===== src/rtl/cddv_pkg.sv =====
`timescale 1ns / 1ps

package cddv_pkg;

    // Header and directory layout
    localparam logic [31:0] SIGNATURE        = 32'h504D_444D;
    localparam logic [15:0] VERSION_WORD     = 16'hA793;
    localparam logic [47:0] HDR_BYTES        = 48'd32;
    localparam logic [31:0] HIGHEST_KNOWN    = 32'd24;
    localparam int          MAX_STREAM_COUNT = 10000;

    // Header word positions with checks or actions
    localparam logic [2:0] HPOS_SIGNATURE = 3'd0;
    localparam logic [2:0] HPOS_VERSION   = 3'd1;
    localparam logic [2:0] HPOS_COUNT     = 3'd2;
    localparam logic [2:0] HPOS_DIR       = 3'd3;
    localparam logic [2:0] HPOS_LAST      = 3'd7;

    // Entry word positions
    localparam logic [1:0] EPOS_TYPE   = 2'd0;
    localparam logic [1:0] EPOS_SIZE   = 2'd1;
    localparam logic [1:0] EPOS_OFFSET = 2'd2;

    typedef enum logic [1:0] {
        KIND_DIR_READY = 2'd0,
        KIND_ENTRY     = 2'd1,
        KIND_REJECT    = 2'd2
    } t_kind;

    typedef enum logic [3:0] {
        ERR_NONE       = 4'd0,
        ERR_SHORT      = 4'd1,
        ERR_SIGNATURE  = 4'd2,
        ERR_VERSION    = 4'd3,
        ERR_COUNT      = 4'd4,
        ERR_DIR_OFFSET = 4'd5,
        ERR_DIR_FIT    = 4'd6,
        ERR_RANGE      = 4'd7,
        ERR_IN_HEADER  = 4'd8
    } t_error;

    typedef struct packed {
        logic [31:0] word;
        logic        first;
    } t_in_item;

    typedef struct packed {
        t_kind       kind;
        t_error      error;
        logic [13:0] entry_index;
        logic [31:0] strm_code;
        logic        known_type;
        logic [31:0] payload_ofs;
        logic [31:0] payload_len;
        logic [31:0] dir_ofs;
        logic [13:0] stream_count;
        logic [47:0] dump_bytes;
        logic        last;
    } t_out_item;

endpackage


===== src/rtl/cddv_parse.sv =====
`timescale 1ns / 1ps

module cddv_parse #(
    parameter int MAX_STREAM_COUNT = cddv_pkg::MAX_STREAM_COUNT
) (
    input  logic                i_clk,
    input  logic                i_rst_n,
    input  logic                i_fire,
    input  cddv_pkg::t_in_item  i_item,
    input  logic [47:0]         i_span,
    output logic                o_res_valid,
    output cddv_pkg::t_out_item o_res
);
    import cddv_pkg::*;

    localparam logic [31:0] COUNT_LIMIT = 32'(MAX_STREAM_COUNT);

    logic [2:0]  r_pos,       n_pos;
    logic        r_in_dir,    n_in_dir;
    logic        r_rej,       n_rej;
    logic [13:0] r_entry_cnt, n_entry_cnt;
    logic [13:0] r_decl,      n_decl;
    logic [31:0] r_dir_loc,   n_dir_loc;
    logic [33:0] r_furthest,  n_furthest;
    logic [31:0] r_held_type, n_held_type;
    logic [31:0] r_held_size, n_held_size;

    logic [31:0] w;
    logic [17:0] dir_bytes;
    logic [47:0] dir_end;
    logic [32:0] entry_end;
    logic [33:0] far_max;
    logic [14:0] cnt_plus;
    logic [2:0]  hdr_pos;

    // Shared arithmetic: directory size in bytes (count * 12), directory end, entry end, furthest end and next count
    always_comb begin
        w         = i_item.word;
        dir_bytes = {2'b00, r_decl, 2'b00} + {1'b0, r_decl, 3'b000};
        dir_end   = {16'h0000, w} + {30'h0, dir_bytes};
        entry_end = {1'b0, w} + {1'b0, r_held_size};
        far_max   = ({1'b0, entry_end} > r_furthest) ? {1'b0, entry_end} : r_furthest;
        cnt_plus  = {1'b0, r_entry_cnt} + 15'd1;
    end

    // Next state and result for the word in the input register
    always_comb begin
        n_pos       = r_pos;
        n_in_dir    = r_in_dir;
        n_rej       = r_rej;
        n_entry_cnt = r_entry_cnt;
        n_decl      = r_decl;
        n_dir_loc   = r_dir_loc;
        n_furthest  = r_furthest;
        n_held_type = r_held_type;
        n_held_size = r_held_size;
        hdr_pos     = r_pos;
        o_res_valid = 1'b0;
        o_res       = '0;

        if (i_item.first) begin
            n_pos       = '0;
            n_in_dir    = 1'b0;
            n_rej       = 1'b0;
            n_entry_cnt = '0;
        end

        if (i_item.first || !r_rej) begin
            if (i_item.first || !r_in_dir) begin
                // header word: check at the current position, then advance
                hdr_pos = n_pos;
                n_pos   = hdr_pos + 3'd1;
                case (hdr_pos)
                    HPOS_SIGNATURE: begin
                        if (i_span < HDR_BYTES) begin
                            o_res_valid = 1'b1;
                            o_res.error = ERR_SHORT;
                        end else if (w != SIGNATURE) begin
                            o_res_valid = 1'b1;
                            o_res.error = ERR_SIGNATURE;
                        end
                    end
                    HPOS_VERSION: begin
                        if (w[15:0] != VERSION_WORD) begin
                            o_res_valid = 1'b1;
                            o_res.error = ERR_VERSION;
                        end
                    end
                    HPOS_COUNT: begin
                        if (w == '0 || w >= COUNT_LIMIT) begin
                            o_res_valid = 1'b1;
                            o_res.error = ERR_COUNT;
                        end else begin
                            n_decl = w[13:0];
                        end
                    end
                    HPOS_DIR: begin
                        if ({16'h0000, w} < HDR_BYTES || {16'h0000, w} >= i_span) begin
                            o_res_valid = 1'b1;
                            o_res.error = ERR_DIR_OFFSET;
                        end else if (dir_end > i_span) begin
                            o_res_valid = 1'b1;
                            o_res.error = ERR_DIR_FIT;
                        end else begin
                            n_dir_loc = w;
                        end
                    end
                    HPOS_LAST: begin
                        n_in_dir           = 1'b1;
                        n_pos              = '0;
                        n_entry_cnt        = '0;
                        n_furthest         = {2'b00, r_dir_loc} + {16'h0, dir_bytes};
                        o_res_valid        = 1'b1;
                        o_res.kind         = KIND_DIR_READY;
                        o_res.dir_ofs      = r_dir_loc;
                        o_res.stream_count = r_decl;
                    end
                    default: begin
                    end
                endcase
                // header rejection
                if (o_res_valid && o_res.error != ERR_NONE) begin
                    o_res.kind = KIND_REJECT;
                    o_res.last = 1'b1;
                    n_rej      = 1'b1;
                end
            end else begin
                // directory entry word
                case (r_pos[1:0])
                    EPOS_TYPE: begin
                        n_held_type = w;
                        n_pos       = 3'd1;
                    end
                    EPOS_SIZE: begin
                        n_held_size = w;
                        n_pos       = 3'd2;
                    end
                    default: begin
                        n_pos       = '0;
                        o_res_valid = 1'b1;
                        if ({15'h0, entry_end} > i_span) begin
                            o_res.kind        = KIND_REJECT;
                            o_res.error       = ERR_RANGE;
                            o_res.entry_index = r_entry_cnt;
                            o_res.last        = 1'b1;
                            n_rej             = 1'b1;
                        end else if (r_held_size != '0 && {16'h0000, w} < HDR_BYTES) begin
                            o_res.kind        = KIND_REJECT;
                            o_res.error       = ERR_IN_HEADER;
                            o_res.entry_index = r_entry_cnt;
                            o_res.last        = 1'b1;
                            n_rej             = 1'b1;
                        end else begin
                            n_furthest        = far_max;
                            o_res.kind        = KIND_ENTRY;
                            o_res.entry_index = r_entry_cnt;
                            o_res.strm_code   = r_held_type;
                            o_res.known_type  = (r_held_type == '0) ||
                                                (r_held_type >= 32'd3 &&
                                                 r_held_type <= HIGHEST_KNOWN);
                            o_res.payload_ofs = w;
                            o_res.payload_len = r_held_size;
                            o_res.stream_count = r_decl;
                            if (cnt_plus >= {1'b0, r_decl}) begin
                                o_res.dump_bytes = ({14'h0, far_max} < i_span) ?
                                                   {14'h0, far_max} : i_span;
                                o_res.last = 1'b1;
                                n_rej      = 1'b1;
                                n_in_dir   = 1'b0;
                            end
                            n_entry_cnt = cnt_plus[13:0];
                        end
                    end
                endcase
            end
        end
    end

    // Advance parse state on each consumed word
    always_ff @(posedge i_clk) begin
        if (!i_rst_n) begin
            r_pos       <= '0;
            r_in_dir    <= 1'b0;
            r_rej       <= 1'b1;
            r_entry_cnt <= '0;
            r_decl      <= '0;
            r_dir_loc   <= '0;
            r_furthest  <= '0;
            r_held_type <= '0;
            r_held_size <= '0;
        end else if (i_fire) begin
            r_pos       <= n_pos;
            r_in_dir    <= n_in_dir;
            r_rej       <= n_rej;
            r_entry_cnt <= n_entry_cnt;
            r_decl      <= n_decl;
            r_dir_loc   <= n_dir_loc;
            r_furthest  <= n_furthest;
            r_held_type <= n_held_type;
            r_held_size <= n_held_size;
        end
    end

endmodule


===== src/rtl/crash_dump_directory_validator.sv =====
`timescale 1ns / 1ps
// Path: an accepted word is held in the input register and checked there; on advance
// its result, if any, is loaded into the result register, from which it is taken.
// Throughput: one word per cycle unless the output stalls; header and entry checks are combinational.
// Reset (synchronous, active low): the parser idles and ignores words until one
// is marked first; file_span clears to zero.

module crash_dump_directory_validator #(
    parameter int MAX_STREAM_COUNT = cddv_pkg::MAX_STREAM_COUNT
) (
    input  logic                i_clk,
    input  logic                i_rst_n,
    input  logic                i_in_valid,
    output logic                o_in_stall,
    input  cddv_pkg::t_in_item  i_in_data,
    output logic                o_out_valid,
    input  logic                i_out_stall,
    output cddv_pkg::t_out_item o_out_data,
    input  logic                i_cfg_we,
    input  logic [47:0]         i_cfg_data
);
    import cddv_pkg::*;

    logic [47:0] r_span;
    logic        r_in_valid;
    t_in_item    r_in_item;
    logic        r_out_valid;
    t_out_item   r_out_item;

    logic        advance;
    logic        res_valid;
    t_out_item   res;

    // Consume the held word when the result slot is free or being taken
    assign advance     = r_in_valid && (!r_out_valid || !i_out_stall);
    assign o_in_stall  = r_in_valid && !advance;
    assign o_out_valid = r_out_valid;
    assign o_out_data  = r_out_item;

    // Hold file span
    always_ff @(posedge i_clk) begin
        if (!i_rst_n) begin
            r_span <= '0;
        end else if (i_cfg_we) begin
            r_span <= i_cfg_data;
        end
    end

    // Input register
    always_ff @(posedge i_clk) begin
        if (!i_rst_n) begin
            r_in_valid <= 1'b0;
        end else if (!o_in_stall) begin
            r_in_valid <= i_in_valid;
        end
    end

    always_ff @(posedge i_clk) begin
        if (!o_in_stall && i_in_valid) begin
            r_in_item <= i_in_data;
        end
    end

    cddv_parse #(
        .MAX_STREAM_COUNT(MAX_STREAM_COUNT)
    ) u_parse (
        .i_clk      (i_clk),
        .i_rst_n    (i_rst_n),
        .i_fire     (advance),
        .i_item     (r_in_item),
        .i_span     (r_span),
        .o_res_valid(res_valid),
        .o_res      (res)
    );

    // Result register: load on advance, drop once taken
    always_ff @(posedge i_clk) begin
        if (!i_rst_n) begin
            r_out_valid <= 1'b0;
        end else if (advance) begin
            r_out_valid <= res_valid;
        end else if (!i_out_stall) begin
            r_out_valid <= 1'b0;
        end
    end

    always_ff @(posedge i_clk) begin
        if (advance && res_valid) begin
            r_out_item <= res;
        end
    end

`ifndef SYNTHESIS
    a_reject_is_last: assert property (@(posedge i_clk) disable iff (!i_rst_n)
        r_out_valid && r_out_item.kind == KIND_REJECT |-> r_out_item.last &&
            r_out_item.error != ERR_NONE)
        else $error("rejection without last or error code");

    a_dir_ready_clean: assert property (@(posedge i_clk) disable iff (!i_rst_n)
        r_out_valid && r_out_item.kind == KIND_DIR_READY |->
            !r_out_item.last && r_out_item.error == ERR_NONE)
        else $error("directory-ready word carries last or error");

    a_archive_only_last: assert property (@(posedge i_clk) disable iff (!i_rst_n)
        r_out_valid && r_out_item.kind == KIND_ENTRY && !r_out_item.last |->
            r_out_item.dump_bytes == '0)
        else $error("archive size on non-final entry");

    a_empty_no_stall: assert property (@(posedge i_clk) disable iff (!i_rst_n)
        !r_in_valid |-> !o_in_stall)
        else $error("input stalled with empty input register");
`endif

endmodule

===== config.mk =====
export PLATFORM = sky130hd
export DESIGN_NAME = crash_dump_directory_validator
export DESIGN_NICKNAME = d
export VERILOG_FILES = /design/src/rtl/cddv_pkg.sv /design/src/rtl/cddv_parse.sv /design/src/rtl/crash_dump_directory_validator.sv
export SDC_FILE = /design/constraint.sdc
export NUM_CORES = 1
export LEC_CHECK = 0
export ABC_AREA = 1
export ABC_CLOCK_PERIOD_IN_PS = 27600
export CAP_MARGIN = 30
export CORE_MARGIN = 1.5
export CORE_UTILIZATION = 42
export DETAILED_ROUTE_END_ITERATION = 8
export DONT_BUFFER_PORTS = 1
export GPL_TIMING_DRIVEN = 0
export PLACE_DENSITY = 0.54
export SLEW_MARGIN = 10
export SYNTH_ARGS = -nofsm -noshare
export SYNTH_HDL_FRONTEND = slang
export SYNTH_SLANG_ARGS = --single-unit

===== constraint.sdc =====
create_clock -name i_clk -period 27.6 [get_ports i_clk]
set_input_delay 5.52 -clock i_clk [delete_from_list [all_inputs] [get_ports i_clk]]
set_output_delay 5.52 -clock i_clk [all_outputs]
set_load 0.01 [all_outputs]

==> results of run 1 <==
==> where the power goes <==
group	switching (mW)	internal, mW
clock	0.306	0.421
sequential	0.0242	0.738
combinational	0.126	0.0559
==> state kept, by name, indices dropped and copies added (netlist names) <==
register / flops
o_out_valid: 1
u_parse.r_pos: 3
r_in_item: 33
r_span: 48
u_parse.r_held_type: 32
o_out_data: 212
u_parse.r_held_size: 32
u_parse.r_rej: 1
r_in_valid: 1
u_parse.r_entry_cnt: 14
u_parse.r_dir_loc: 32
u_parse.r_decl: 14
u_parse.r_in_dir: 1
u_parse.r_furthest: 34
==> worst register-to-register path, delay by kind of cell (launching register included) <==
kind                     cells  cell delay [ns]
flip-flops                   1             0.56
XOR/XNOR                     2             0.38
AND/OR/NAND/NOR             20             3.19
adder cells (fa/ha/maj)      4             1.36
buffers and inverters        4             1.18
AO/OA/AOI/OAI               10             1.70
==> per-stage QoR <==
step,utilization,setup slack (ns),instances,total power [mW],hold slack [ns]
3_5_place_dp,0.442,16.25,4142,0.956,0.461
4_1_cts,0.470,16.24,4239,1.68,0.471
2_1_floorplan,-,16.30,3282,0.892,0.444
6_report,0.470,16.24,4240,1.67,0.472
3_3_place_gp,0.441,14.27,4137,0.953,0.455
5_1_grt,0.470,16.19,4240,1.73,0.495
==> worst paths after layout <==
kind                                                     startpoint                                  end  slack [ns]  cells past startpoint
worst max-delay path                                    i_out_stall                           o_in_stall       16.24                      2
worst min-delay path            u_parse.r_furthest[21]$_SDFFE_PN0P_  u_parse.r_furthest[21]$_SDFFE_PN0P_        0.47                      2
worst max register to register       u_parse.r_decl[0]$_SDFFE_PN0P_         o_out_data[87]$_SDFFCE_PN0P_       18.69                     40
worst min register to register  u_parse.r_furthest[21]$_SDFFE_PN0P_  u_parse.r_furthest[21]$_SDFFE_PN0P_        0.47                      2
==> cell usage in the layout, fill, tap and decap left out, drive strengths merged, types with 14 or more instances in the layout <==
master,netlist,routed
a21oi,370,370
o21ai,307,307
nor4,24,24
nand4,63,63
inv,435,439
nor2,386,386
a31oi,19,19
buf,38,43
xor2,68,68
conb,1,14
edfxtp,245,245
ha,264,264
nand2,462,462
clkbuf,79,149
xnor2,24,24
clkinv,1,14
nor3,44,44
a211oi,15,15
dfxtp,213,213
nand3,109,109
==> cell type report <==
cell class / instances / share of cell area
inverter: 436 / 0.0546
timing repair buffer: 5 / 0.00295
clock buffer: 70 / 0.0485
multi-input combinational: 2271 / 0.445
clock inverter: 27 / 0.0103
sequential: 458 / 0.386
tap: 855 / 0.0355
buffer: 117 / 0.0178
antenna: 1 / 0.0000831
==> layer usage <==
layer  GRT usage  wire length, um
met1       0.386            42900
met2       0.458            43900
met3      0.0407             5270
met4      0.0797             2740
met5           0                0
==> cell families after synthesis <==
logic type               count (synthesis)
AND/OR/NAND/NOR                       1114
AO/OA/AOI/OAI                          778
buffers and inverters                  553
flip-flops                             458
adder cells (fa/ha/maj)                268
XOR/XNOR                                92
multiplexers                             5
other                                    1
==> flow_summary_export.csv, run 1 <==
group,metric,value,unit
run_status,outcome,"finished, final reports clean",
final_layout,syn_to_final_growth,11.0,%
clock_tree,cts_root_buf,"clkbuf_16",
power_and_ir_drop,p_per_area,55.4,nW/um2
sta,final.min_clock_period,11.36,ns
synthesis,yosysTopAreaCellShare,0.271,
floorplan,die_w,257,um
routing,drc,0,
critical_path,cp.arrival,5.84,ns
synthesis,synthTopCellsByArea,"edfxtp_1 (27%), dfxtp_1 (16%), ha_1 (12%)",
critical_path,critPathMaxFanout,3,
critical_path,crit_chain,"nand2_1 > nor2_1",
final_layout,final_cell_area,30100,um2
floorplan,coreArea,64100,um2
sta,hold_violations,0,
synthesis,yosysSeqAreaShare,0.428,
clock_tree,hold_buffers,0,
critical_path,path_class,"primary input to output port",
power_and_ir_drop,leakagePower,12.5,nW
floorplan,die_h,257,um
synthesis,synth_commonest_cells,"nand2_1 (444), inv_1 (416), nor2_1 (371), a21oi_1 (366), ha_1 (264)",
final_layout,multiInputGateArea,13400,um2
critical_path,end_kind,"output port",
synthesis,synth_seq_cells,458,
sta,finalSetupViolations,0,
clock_tree,clk_pin_slew,0.06,ns
clock_tree,clk_latency,0.63,ns
placement,hpwl,75700,um
run,max_cap_violations,0,
power_and_ir_drop,peakVddDrop,0.0458,mV
global_route,grt_max_degree,108,
sta,rsz0062_at_grt,"no",
synthesis,synth_cell_type_count,66,
sta,timing.slew.headroom,0.306,
clock_tree,cts_setup_buffers,0,
placement,place_congestion,0.908,
clock_tree,numClockSinks,458,
synthesis,avgSynthCellArea,8.30,um2
routing,wire_per_inst,22.4,um
min_path,hold_path_class,"flop to flop",
critical_path,path_buf_inv,0,
global_route,grt_pass1_wl,140000,um
sta,fin_skew,0.0242,ns
critical_path,cp.required,22.08,ns
routing,wl,94800,um
clock_tree,cts_buffer_depth,3,
final_layout,final_layout_size_suffix_gt1_frac,0.0609,
routing,dr.pass1.iters,6,
routing,num_vias,23200,
synthesis,synth.cell_area,27100,um2
clock_tree,cts-buffers-inserted,52,
synthesis,synth-xor-area-share,0.0297,
global_route,grt-ovfl-total,0,
sta,tightest_slew,1.04,ns
floorplan,start_util,0.423,
sta,final_min_period_over_clock_period,0.411,
synthesis,synth_most_common_cell,"nand2_1",
critical_path,max_stage_delay,0.25,ns
global_route,grt_pass1_vias,21900,
synthesis,synth-warning-count,0,
critical_path,cpMaxStageDelayCell,"nor2_1",
placement,portBuffers,0,
global_route,antenna_found_initial,1,
synthesis,synthAdderAreaFrac,0.125,
synthesis,yosys.area_share.simple,0.181,
synthesis,yosysTopAreaCell,"edfxtp_1",
clock_tree,cts_tree,"built",
sta,setup-tns-final,0,ns
synthesis,synth-main-ff-cell,"edfxtp_1",
sta,fmax,0.0880,GHz
final_layout,seq_area,11600,um2
sta,slew_violations,0,
final_layout,fin_nets,3695,
routing,ant_nets,0,
synthesis,async_reset_ff_frac,0,
synthesis,synth_mux_area_frac,0.00184,
floorplan,std_cell_rows,93,
floorplan,dieArea,66200,um2
synthesis,synth_top_family_by_area,"simple AND/OR/NAND/NOR gates",
global_route,grtUsageTotal,0.280,
floorplan,pin_count,300,
placement,dpl_cell_area,28400,um2
critical_path,worstSetupStartpointType,"primary input",
clock_tree,cts_resized,0,
synthesis,synth_cells,3269,
synthesis,synth_edf_count,245,
final_layout,fillers,6277,
critical_path,crit_family,"simple AND/OR/NAND/NOR gates",
routing,vias_per_cell,5.47,
routing,drtIter0Drc,1900,
clock_tree,ctsHtreeMaxLevel,2,
synthesis,synth_compound_area_frac,0.155,
(Power assumes the default switching activity.)
==> run 2, diff against run 1 <==
--- a/config.mk
+++ b/config.mk
@@ -5,15 +5,15 @@
 export SDC_FILE = /design/constraint.sdc
 export NUM_CORES = 1
 export LEC_CHECK = 0
-export ABC_AREA = 1
-export ABC_CLOCK_PERIOD_IN_PS = 27600
+export ABC_AREA = 0
+export ABC_CLOCK_PERIOD_IN_PS = 9200
 export CAP_MARGIN = 30
 export CORE_MARGIN = 1.5
 export CORE_UTILIZATION = 42
 export DETAILED_ROUTE_END_ITERATION = 8
 export DONT_BUFFER_PORTS = 1
 export GPL_TIMING_DRIVEN = 0
-export PLACE_DENSITY = 0.54
+export PLACE_DENSITY = 0.57
 export SLEW_MARGIN = 10
 export SYNTH_ARGS = -nofsm -noshare
 export SYNTH_HDL_FRONTEND = slang
==> constraint.sdc (replaced) <==
create_clock -name i_clk -period 9.2 [get_ports i_clk]
set_input_delay 1.84 -clock i_clk [delete_from_list [all_inputs] [get_ports i_clk]]
set_output_delay 1.84 -clock i_clk [all_outputs]
set_load 0.01 [all_outputs]
==> run 2 against run 1 <==
  * Die area down 1.4%
  * First-iteration DRC count shrank 0.68%
  * Largest cell class unchanged
  * Critical path type is now flop to flop
  * Sequential cell count unchanged
==> flow_summary_export.csv, run 2 <==
group,metric,value,unit
sta,holdWs,0.474,ns
critical_path,end_kind,"flop",
floorplan,die_h,255,um
synthesis,yosysTopAreaCell,"edfxtp_1",
power_and_ir_drop,switching_share,0.266,
synthesis,synthTopCellsByArea,"edfxtp_1 (27%), dfxtp_1 (16%), ha_1 (12%)",
clock_tree,cts_root_buf,"clkbuf_16",
synthesis,synthAdderAreaFrac,0.126,
global_route,antenna_found_initial,2,
power_and_ir_drop,p_per_area,164,nW/um2
synthesis,synth_mux_area_frac,0.0479,
synthesis,synth.cell_area,26800,um2
power_and_ir_drop,pwr-share-clk,0.435,
synthesis,synth_most_common_cell,"ha_1",
synthesis,synth_cells,2770,
critical_path,path_buf_inv,2,
synthesis,synth_edf_count,245,
min_path,hold_path_class,"flop to flop",
power_and_ir_drop,intPower,3.63,mW
clock_tree,cts-buffers-inserted,51,
floorplan,std_cell_rows,92,
critical_path,cpMaxStageDelayCell,"a211oi_1",
power_and_ir_drop,combPwrFrac,0.104,
final_layout,mostFrequentLayoutCells,"ha_1 (264), edfxtp_1 (245), nand2_1 (244)",
placement,hpwl,73400,um
critical_path,worstSetupStartpoint,"u_parse.r_decl[0]$_SDFFE_PN0P_",
power_and_ir_drop,fin_total_pwr,4.94,mW
routing,wl,95300,um
routing,drc,0,
global_route,grt_max_degree,108,
final_layout,fin_util,0.477,
sta,setup_ws,0.316,ns
final_layout,multiInputGateArea,14400,um2
sta,final_min_period_over_clock_period,0.966,
floorplan,start_util,0.424,
clock_tree,cts_tree,"built",
routing,vias_per_cell,5.87,
floorplan,coreArea,63100,um2
run_status,outcome,"finished, final reports clean",
sta,finalSetupViolations,0,
sta,final.min_clock_period,8.88,ns
synthesis,synth_commonest_cells,"ha_1 (264), nand2_1 (246), edfxtp_1 (245), nor2_1 (228), dfxtp_1 (213)",
final_layout,fillers,6018,
clock_tree,hold_buffers,0,
final_layout,final_layout_size_suffix_gt1_frac,0.0688,
placement,portBuffers,0,
power_and_ir_drop,power.switching,1.31,mW
min_path,hold_start,"u_parse.r_held_type[22]$_SDFFE_PN0P_",
routing,drtIter0Drc,1887,
synthesis,synth-warning-count,0,
final_layout,final_cell_area,30100,um2
synthesis,synth_top_family_by_area,"simple AND/OR/NAND/NOR gates",
synthesis,avgSynthCellArea,9.66,um2
global_route,grt-ovfl-total,0,
final_layout,syn_to_final_growth,12.4,%
critical_path,max_stage_delay,0.80,ns
critical_path,cp.required,9.49,ns
global_route,grt_pass1_vias,21200,
global_route,grt_pass1_wl,139000,um
clock_tree,clk_pin_slew,0.07,ns
synthesis,synth-xor-area-share,0.0308,
clock_tree,clk_latency,0.62,ns
synthesis,synth_seq_cells,458,
final_layout,fin_nets,3216,
routing,ant_nets,0,
sta,hold_violations,0,
critical_path,critPathMaxFanout,54,
floorplan,dieArea,65200,um2
critical_path,cp.arrival,9.17,ns
placement,place_inst,3637,
sta,timing.slew.headroom,0.325,
final_layout,layout_commonest_cell,"ha_1",
routing,wire_per_inst,25.4,um
sta,fin_skew,0.0263,ns
sta,slew_violations,0,
sta,setup-tns-final,0,ns
floorplan,pin_count,300,
routing,num_vias,22000,
final_layout,largest_register_ffs,212,
routing,dr.pass1.iters,7,
final_layout,final_cells,3752,
floorplan,die_w,255,um
clock_tree,cts_buffer_depth,3,
synthesis,yosysSeqAreaShare,0.434,
final_layout,seq_area,11600,um2
synthesis,synth-main-ff-cell,"edfxtp_1",
run,max_cap_violations,0,
synthesis,yosysTopAreaCellShare,0.275,
placement,dpl_worst_slack,-1.36,ns
synthesis,yosys.area_share.simple,0.182,
critical_path,cpMostUsedCell,"o21ai_0",
sta,tightest_slew,0.987,ns
synthesis,synth_compound_area_frac,0.141,
placement,dpl_cell_area,28000,um2
placement,place_congestion,0.971,
critical_path,worstSetupStartpointType,"flop",
power_and_ir_drop,leakagePower,11.7,nW
clock_tree,ctsHtreeMaxLevel,2,
critical_path,r2r-start,"u_parse.r_decl[0]$_SDFFE_PN0P_",
critical_path,crit_family,"compound AO/OA/AOI/OAI gates",
critical_path,path_class,"flop to flop",
power_and_ir_drop,p_seq_frac,0.462,
synthesis,synth_cell_type_count,79,
power_and_ir_drop,peakVddDrop,0.150,mV
clock_tree,numClockSinks,458,
global_route,grtUsageTotal,0.283,
synthesis,async_reset_ff_frac,0,
sta,fmax,0.113,GHz
-- run 2: path summary, 6_finish.rpt --
path	slack, ns	end	depth (start not counted)
worst max register to register	0.32	o_out_data[88]$_SDFFCE_PN0P_	29
worst max-delay path	0.32	o_out_data[88]$_SDFFCE_PN0P_	29
worst min register to register	0.47	u_parse.r_held_type[22]$_SDFFE_PN0P_	2
worst min-delay path	0.47	u_parse.r_held_type[22]$_SDFFE_PN0P_	2
-- run 2: timing repair --
action | CTS | global route
gates cloned | 1 | 2
resized for setup | 19 | 21
setup endpoints to repair | 157 | 276
setup buffers | 8 | 7
pin swaps | 2 | 2
-- run 2: logic make-up (layout without fill, tap and decap cells) --
logic type               count (synthesis)  count (layout)
AND/OR/NAND/NOR                        984             986
AO/OA/AOI/OAI                          585             585
flip-flops                             458             458
adder cells (fa/ha/maj)                268             268
buffers and inverters                  255             375
multiplexers                           125             125
XOR/XNOR                                94              94
other                                    1              15
-- run 2: worst register-to-register path, delay by kind of cell (launching register included) --
family,cells,cell delay [ns]
compound gates,15,4.68
xor+xnor,2,0.43
fa+ha+maj,4,1.25
buf+inv,2,0.38
flops,1,0.46
simple gates,6,1.27
-- run 2: area by class of cell --
type                    instances  share of cell area
multi-input cells            2072               0.478
flip-flops and latches        458               0.386
clock buffers                  57              0.0438
well taps                     846              0.0352
plain buffers                 126              0.0175
inverters                     128              0.0160
clock inverters                39              0.0145
repair buffers                 25             0.00815
diodes                          1           0.0000832
-- run 2: power groups by stage --
| stage | Sequential (mW) | Combinational, mW | Clock, mW |
|---|---|---|---|
| 2_1_floorplan | 2.31 | 0.319 | 0 |
| 3_3_place_gp | 2.34 | 0.458 | 0 |
| 3_5_place_dp | 2.33 | 0.476 | 0 |
| 4_1_cts | 2.28 | 0.496 | 2.18 |
| 5_1_grt | 2.28 | 0.559 | 2.26 |
| 6_report | 2.28 | 0.513 | 2.15 |
-- run 2: routing by layer --
| metal | wire length, um | vias up | track usage |
|---|---|---|---|
| li1 | - | 10300 | - |
| met1 | 40200 | 10700 | 0.368 |
| met2 | 44500 | 870 | 0.470 |
| met3 | 6170 | 191 | 0.0452 |
| met4 | 4440 | 4 | 0.115 |
| met5 | 31 | - | 0 |
